==> src/rtl/ovk_pkg.sv <==
// ----------------------------------------------------------------------------
// ovk_pkg
// Shared types and constants for the overlay key chord trigger.
// ----------------------------------------------------------------------------
package ovk_pkg;

  localparam int NUM_CHORDS_DEF = 4;
  localparam int DIGIT_W        = 4;

  localparam logic [7:0]  KEY_F7         = 8'h40;
  localparam logic [31:0] RESET_DEBOUNCE = 32'd50000;
  localparam logic [31:0] RESET_HOLD     = 32'd2500000;
  localparam logic [31:0] RESET_FLASH    = 32'd3000000;

  localparam int CFG_IDX_W = 2;
  localparam logic [CFG_IDX_W-1:0] CFG_DEBOUNCE = 2'd0;
  localparam logic [CFG_IDX_W-1:0] CFG_HOLD     = 2'd1;
  localparam logic [CFG_IDX_W-1:0] CFG_FLASH    = 2'd2;

  localparam logic CMD_SCAN = 1'b0;
  localparam logic CMD_USB  = 1'b1;

  typedef struct packed {
    logic        cmd;
    logic [63:0] now_us;
    logic [7:0]  usb_keycode;
    logic        shift_held;
    logic        other_key_held;
    logic [3:0]  digit_keys;
    logic [31:0] mount_gen;
  } in_t;

  typedef struct packed {
    logic       shown;
    logic       pinned;
    logic [3:0] drive_cycle;
    logic       key_consumed;
  } out_t;

  typedef struct packed {
    logic [31:0] debounce_time;
    logic [31:0] hold_time;
    logic [31:0] flash_time;
  } cfg_t;

endpackage

==> src/rtl/ovk_cfg.sv <==
// ----------------------------------------------------------------------------
// ovk_cfg
// Configuration registers: debounce, hold and flash times.
// ----------------------------------------------------------------------------
module ovk_cfg (
  input  logic                          clk,
  input  logic                          rst,
  input  logic                          cfg_we,
  input  logic [ovk_pkg::CFG_IDX_W-1:0] cfg_index,
  input  logic [31:0]                   cfg_data,
  output ovk_pkg::cfg_t                 cfg
);

  always_ff @(posedge clk) begin
    if (rst) begin
      cfg.debounce_time <= ovk_pkg::RESET_DEBOUNCE;
      cfg.hold_time     <= ovk_pkg::RESET_HOLD;
      cfg.flash_time    <= ovk_pkg::RESET_FLASH;
    end else if (cfg_we) begin
      unique case (cfg_index)
        ovk_pkg::CFG_DEBOUNCE: cfg.debounce_time <= cfg_data;
        ovk_pkg::CFG_HOLD:     cfg.hold_time     <= cfg_data;
        ovk_pkg::CFG_FLASH:    cfg.flash_time    <= cfg_data;
        default: ;
      endcase
    end
  end

endmodule

==> src/rtl/ovk_core.sv <==
// ----------------------------------------------------------------------------
// ovk_core
// Overlay state and per-request evaluation: pin toggle, flash window,
// shift long-press and debounced shift+digit chords.
// ----------------------------------------------------------------------------
module ovk_core #(
  parameter int NUM_CHORDS = ovk_pkg::NUM_CHORDS_DEF
) (
  input  logic          clk,
  input  logic          rst,
  input  logic          step,
  input  ovk_pkg::in_t  item,
  input  ovk_pkg::cfg_t cfg,
  output ovk_pkg::out_t res
);

  logic        pin_flag,        pin_flag_next;
  logic [63:0] flash_end,       flash_end_next;
  logic [31:0] last_generation, last_generation_next;
  logic        generation_seen, generation_seen_next;
  logic        shift_previous,  shift_previous_next;
  logic        hold_armed,      hold_armed_next;
  logic        hold_done,       hold_done_next;
  logic [63:0] hold_start,      hold_start_next;

  logic [NUM_CHORDS-1:0] chord_last,   chord_last_next;
  logic [NUM_CHORDS-1:0] stable_level, stable_level_next;
  logic [63:0]           change_time      [NUM_CHORDS];
  logic [63:0]           change_time_next [NUM_CHORDS];
  logic [NUM_CHORDS-1:0] cycles;

  logic        scan;
  logic        consumed;
  logic [63:0] hold_diff;
  logic [63:0] flash_diff;
  logic [63:0] chord_diff [NUM_CHORDS];
  logic        raw        [NUM_CHORDS];

  assign scan = (item.cmd == ovk_pkg::CMD_SCAN);

  always_comb begin
    pin_flag_next        = pin_flag;
    flash_end_next       = flash_end;
    last_generation_next = last_generation;
    generation_seen_next = generation_seen;
    shift_previous_next  = shift_previous;
    hold_armed_next      = hold_armed;
    hold_done_next       = hold_done;
    hold_start_next      = hold_start;
    consumed             = 1'b0;

    if (!scan) begin
      if (item.usb_keycode == ovk_pkg::KEY_F7) begin
        pin_flag_next = !pin_flag;
        consumed      = 1'b1;
      end
    end else begin
      if (!generation_seen) begin
        last_generation_next = item.mount_gen;
        generation_seen_next = 1'b1;
      end else if (item.mount_gen != last_generation) begin
        last_generation_next = item.mount_gen;
        flash_end_next       = item.now_us + {32'd0, cfg.flash_time};
      end

      if (item.shift_held && !shift_previous) begin
        hold_armed_next = 1'b1;
        hold_done_next  = 1'b0;
        hold_start_next = item.now_us;
      end else if (!item.shift_held) begin
        hold_armed_next = 1'b0;
      end
      shift_previous_next = item.shift_held;
      if (item.other_key_held) hold_start_next = item.now_us;
    end

    hold_diff = item.now_us - hold_start_next;
    if (scan && hold_armed_next && !hold_done_next &&
        hold_diff >= {32'd0, cfg.hold_time}) begin
      hold_done_next = 1'b1;
      pin_flag_next  = !pin_flag;
    end
  end

  always_comb begin
    chord_last_next   = chord_last;
    stable_level_next = stable_level;
    cycles            = '0;
    for (int n = 0; n < NUM_CHORDS; n++) begin
      change_time_next[n] = change_time[n];
      raw[n]              = 1'b0;
      if (n < ovk_pkg::DIGIT_W) raw[n] = item.shift_held && item.digit_keys[n[1:0]];
      chord_diff[n] = item.now_us - change_time[n];
      if (scan && pin_flag_next) begin
        if (raw[n] != chord_last[n]) begin
          chord_last_next[n]  = raw[n];
          change_time_next[n] = item.now_us;
        end else if (chord_diff[n] >= {32'd0, cfg.debounce_time} &&
                     stable_level[n] != raw[n]) begin
          stable_level_next[n] = raw[n];
          cycles[n]            = raw[n];
        end
      end
    end
  end

  assign flash_diff = flash_end_next - item.now_us;

  always_comb begin
    res.shown        = pin_flag_next || (flash_diff != '0 && !flash_diff[63]);
    res.pinned       = pin_flag_next;
    res.key_consumed = consumed;
    res.drive_cycle  = '0;
    for (int i = 0; i < ovk_pkg::DIGIT_W; i++) begin
      if (i < NUM_CHORDS) res.drive_cycle[i] = cycles[i];
    end
  end

  always_ff @(posedge clk) begin
    if (rst) begin
      pin_flag        <= 1'b0;
      flash_end       <= '0;
      last_generation <= '0;
      generation_seen <= 1'b0;
      shift_previous  <= 1'b0;
      hold_armed      <= 1'b0;
      hold_done       <= 1'b0;
      hold_start      <= '0;
      chord_last      <= '0;
      stable_level    <= '0;
      for (int n = 0; n < NUM_CHORDS; n++) change_time[n] <= '0;
    end else if (step) begin
      pin_flag        <= pin_flag_next;
      flash_end       <= flash_end_next;
      last_generation <= last_generation_next;
      generation_seen <= generation_seen_next;
      shift_previous  <= shift_previous_next;
      hold_armed      <= hold_armed_next;
      hold_done       <= hold_done_next;
      hold_start      <= hold_start_next;
      chord_last      <= chord_last_next;
      stable_level    <= stable_level_next;
      for (int n = 0; n < NUM_CHORDS; n++) change_time[n] <= change_time_next[n];
    end
  end

endmodule

==> src/rtl/overlay_key_chord_trigger_top.sv <==
// ----------------------------------------------------------------------------
// overlay_key_chord_trigger_top
// Overlay show/pin control with shift long-press and shift+digit chords.
//
//   channel | handshake            | payload
//   --------+----------------------+----------------------------------
//   in      | in_valid / in_ready  | in_data  (ovk_pkg::in_t)
//   out     | out_valid / out_ready| out_data (ovk_pkg::out_t)
//   cfg     | cfg_we               | cfg_index, cfg_data
//
// One request per cycle sustained while results are taken. An accepted request
// is held in the input register and evaluated into the result register once
// that register is empty or its result is being taken.
// A stalled result holds the input register; in_ready stays high while the
// input register is empty or moves on.
// Synchronous reset clears all state and configuration to defaults.
// ----------------------------------------------------------------------------
module overlay_key_chord_trigger_top #(
  parameter int NUM_CHORDS = ovk_pkg::NUM_CHORDS_DEF
) (
  input  logic                          clk,
  input  logic                          rst,
  input  logic                          in_valid,
  output logic                          in_ready,
  input  ovk_pkg::in_t                  in_data,
  output logic                          out_valid,
  input  logic                          out_ready,
  output ovk_pkg::out_t                 out_data,
  input  logic                          cfg_we,
  input  logic [ovk_pkg::CFG_IDX_W-1:0] cfg_index,
  input  logic [31:0]                   cfg_data
);

  ovk_pkg::in_t  in_reg;
  logic          in_reg_valid;
  ovk_pkg::cfg_t cfg;
  ovk_pkg::out_t res;
  logic          step;

  assign step     = in_reg_valid && (!out_valid || out_ready);
  assign in_ready = !in_reg_valid || step;

  ovk_cfg u_cfg (
    .clk       (clk),
    .rst       (rst),
    .cfg_we    (cfg_we),
    .cfg_index (cfg_index),
    .cfg_data  (cfg_data),
    .cfg       (cfg)
  );

  ovk_core #(
    .NUM_CHORDS (NUM_CHORDS)
  ) u_core (
    .clk  (clk),
    .rst  (rst),
    .step (step),
    .item (in_reg),
    .cfg  (cfg),
    .res  (res)
  );

  always_ff @(posedge clk) begin
    if (rst) begin
      in_reg_valid <= 1'b0;
      out_valid    <= 1'b0;
    end else begin
      if (in_ready) in_reg_valid <= in_valid;
      if (step) out_valid <= 1'b1;
      else if (out_ready) out_valid <= 1'b0;
    end
    if (in_valid && in_ready) in_reg <= in_data;
    if (step) out_data <= res;
  end

endmodule

==> config.mk <==
export PLATFORM = sky130hd
export DESIGN_NAME = overlay_key_chord_trigger_top
export DESIGN_NICKNAME = d
export VERILOG_FILES = /design/src/rtl/ovk_pkg.sv /design/src/rtl/ovk_cfg.sv /design/src/rtl/ovk_core.sv /design/src/rtl/overlay_key_chord_trigger_top.sv
export SDC_FILE = /design/constraint.sdc
export NUM_CORES = 2
export LEC_CHECK = 0
export BUFFER_PORTS_ARGS = -buffer_cell sky130_fd_sc_hd__buf_2
export CAP_MARGIN = 10
export CORE_MARGIN = 2
export CORE_UTILIZATION = 35
export CTS_CLUSTER_SIZE = 10
export DETAILED_ROUTE_END_ITERATION = 7
export GPL_TIMING_DRIVEN = 0
export PLACE_DENSITY = 0.56
export SLEW_MARGIN = 20
export SYNTH_ARGS = -nofsm -noshare
export SYNTH_HDL_FRONTEND = slang
export SYNTH_SLANG_ARGS = --single-unit
export TNS_END_PERCENT = 1
==> constraint.sdc <==
create_clock -name clk -period 11.3 [get_ports clk]
set_clock_uncertainty 0.1 [all_clocks]
set_input_delay 2.26 -clock clk [delete_from_list [all_inputs] [get_ports clk]]
set_output_delay 2.26 -clock clk [all_outputs]
set_load 0.02 [all_outputs]
==> run summary <==
Num ports: 159
Chip Height: 397 µm
Crit path required time: 11.65 ns
Number of flops mapped to enable cells by yosys: 374
Top FF cell, synth: edfxtp_1
Hpwl dp: 174000 µm
Core area: 154000 µm²
Syn_area_per_cell: 8.24 µm²
Synth cell count leaders: nand2_1 (682), a21oi_1 (629), ha_1 (570)
CTS Sinks: 645
CTS tree: built
Antenna Nets Post-Route: 0
Initial antenna violation count: 7
Leak pwr: 0.0243 µW
Grt ovf: 0
Maxcap violations: 0
Worst Setup Slack, final: 0.540 ns
Die W: 397 µm
Starting density of the core: 35.2%
Post-layout instance area: 60500 µm²
Placed insts: 8769
Fin Setup TNS: 0 ns
Yosys top cell area share: 20.8%
CTS max path bufs: 3
Hold EP: u_cfg.cfg[69]$_SDFFE_PP0P_
Sequential share of the synthesized area: 30.8%
Final WL: 214000 µm
Pwr dens: 133 nW/µm²
P&R area growth vs syn: 12.0%
Worst-path fanout max: 13
Fill cell count: 15.8k
Die ar.: 158000 µm²
Largest net degree at the start of global routing: 52
Residual DRC: 0
Placed cell area: 57700 µm²
Cell depth of the worst flop-to-flop path: 31
Fin. Hold Viols: 0
Vias in the first global route: 48.9k
Largest stage delay, worst path: 0.74 ns
PortBufs: 157
Slowest cell on the critical path: edfxtp_1
Mapped Area: 54000 µm²
Share of cells above drive strength 1: 6.19%
Min-delay src: u_cfg.cfg[69]$_SDFFE_PP0P_
Synth area leaders: edfxtp_1 (21%), ha_1 (13%), dfxtp_1 (10%)
Status: completed
Area leader, netlist: edfxtp_1
Detailed Route Iter0 Violations: 4182
DP Worst Slack: 0.122 ns
Worst setup SP type: register
Post-synth ARST share: 0%
Synth Net Count: 7287
Synth Warn #: 0
Clk root buf: clkbuf_16
Mapped Cells: 6560
Fin crit share: 95.2%
Final Non-Filler Cells: 8923
Synth Area in XOR/XNOR: 5.64%
Post-CTS setup buffer count: 0
Critical Path End Type: register
Slew HR: 13.3%
Yosys cell types: 97
Vias per inst: 5.73
Most common cell in the netlist: nand2_1
Worst Hold Class: reg2reg
Pre-antenna DRT Iters: 6
Vias: 51.1k
Core Rows: 144
Wire length per cell: 23.9 µm
GR Util All Layers: 26.2%
R2r startpoint: in_reg[47]$_DFFE_PP_
Max FFs per register: 256
Worst r2r dst: out_data[6]$_DFFE_PP_
Worst-path clk slew: 0.06 ns
Tmin final: 10.76 ns
Largest family of logic cells by synthesized area: compound AO/OA/AOI/OAI gates
Clock Latency Late Sink: 0.74 ns
RSZ-0062 raised after global routing: no
Area fraction in compound gates after synthesis: 23.6%
TritonCTS Buffers: 85
Placer Congestion: 1.01
Adder-cell share of the synthesized area: 13.5%
Mux contribution to synthesized area: 2.56%
Peak supply drop: 0.121 mV
Hold path depth: 2
Fmax: 92.9 MHz
Hold_buf cts: 0
Slew @ Worst Pin: 1.29 ns
H-tree Lvls: 3
Post-CTS resize count: 0
Flop-to-flop setup slack: 0.54 ns
Number of synthesized register bits: 645
Slew Viols, Final: 0
WS Path Type: reg2reg
First-pass GRT wire length: 309000 µm
Final nets: 7539
Area share of and/or/nand/nor cells after synthesis: 18.3%
Crit path DAT: 11.11 ns
Endpoints failing setup: 0
[cells in the final DEF, fill, tap and decap left out, drive strengths merged, types with 28 or more instances in the layout]
cell       n
inv      511
nor2b     47
a211oi   147
nand3    133
a2111oi   37
o211ai    58
or3       35
a21o     224
a21oi    633
nand2    682
mux2i    119
and3      53
o31ai     34
o21a      67
ha       570
nor3     244
buf      182
o21ai    385
nor2     442
nand2b    60
o21bai    74
xor2     137
nand4    148
dfxtp    271
edfxtp   374
xnor2    211
or2       28
and2      43
a31oi     59
clkbuf   401
nor4      54
[worst max-delay path: cells and delay by family (launching register included)]
family	cells	cell delay, ns
compound gates	16	4.68
simple gates	10	3.23
fa+ha+maj	2	0.92
flops	1	0.74
buf+inv	2	0.66
xor+xnor	1	0.16
[kinds of logic after synthesis]
group / after synthesis
and+or+nand+nor: 2061
AOI/OAI and AO/OA: 1985
buffers and inverters: 808
DFF: 645
adders and majority gates: 577
xor gates and xnor gates: 348
muxes: 136
[per-stage QoR]
step	utilization [%]	power, µW	hold slack (ns)
floorplan	-	4450	0.333
global placement	37.3	5220	0.338
detailed placement	37.5	5240	0.347
CTS	39.4	8060	0.355
global route	39.4	8440	0.367
finish	39.4	8040	0.352
[layer usage]
metal	wire (µm)	global-route usage [%]	up-vias
met5	33	0	-
met4	10400	12.2	4
met3	11900	2.79	337
met2	97500	43.0	1795
met1	93800	34.5	24500
li1	-	-	24500
[worst max-delay path by stage]
| stage | startpoint | endpoint | slack (ns) | cells past startpoint |
|---|---|---|---|---|
| 2_1_floorplan | in_reg[37]$_DFFE_PP_ | u_core.change_time[0][0]$_DFFE_PP_ | 3.24 | 29 |
| 5_1_grt | in_reg[47]$_DFFE_PP_ | out_data[6]$_DFFE_PP_ | 0.11 | 31 |
| 3_5_place_dp | in_reg[47]$_DFFE_PP_ | out_data[6]$_DFFE_PP_ | 0.12 | 31 |
| 4_1_cts | in_reg[47]$_DFFE_PP_ | out_data[6]$_DFFE_PP_ | 0.02 | 31 |
| 3_3_place_gp | in_reg[37]$_DFFE_PP_ | u_core.change_time[0][64]$_DFFE_PP_ | -1.94 | 25 |
| 6_report | in_reg[47]$_DFFE_PP_ | out_data[6]$_DFFE_PP_ | 0.54 | 31 |
[power by group]
group          total [µW]  internal, µW  switching, µW  leakage, µW
clock network        2790          1630           1160      0.00137
logic                2520           917           1600       0.0169
registers            2730          2600            124      0.00602
total                8040          5150           2880       0.0243
[cell type report]
type | count | area (µm²) | area share, %
timing repair buffer | 165 | 945 | 1.56
clock buffer | 121 | 2370 | 3.92
tap | 2044 | 2560 | 4.23
buffer | 297 | 1140 | 1.89
sequential | 645 | 16700 | 27.5
clock inverter | 32 | 480 | 0.794
multi-input combinational | 5107 | 34400 | 56.9
antenna | 1 | 2.50 | 0.00413
inverter | 511 | 1920 | 3.17
Power figures use the tool's default switching activity.
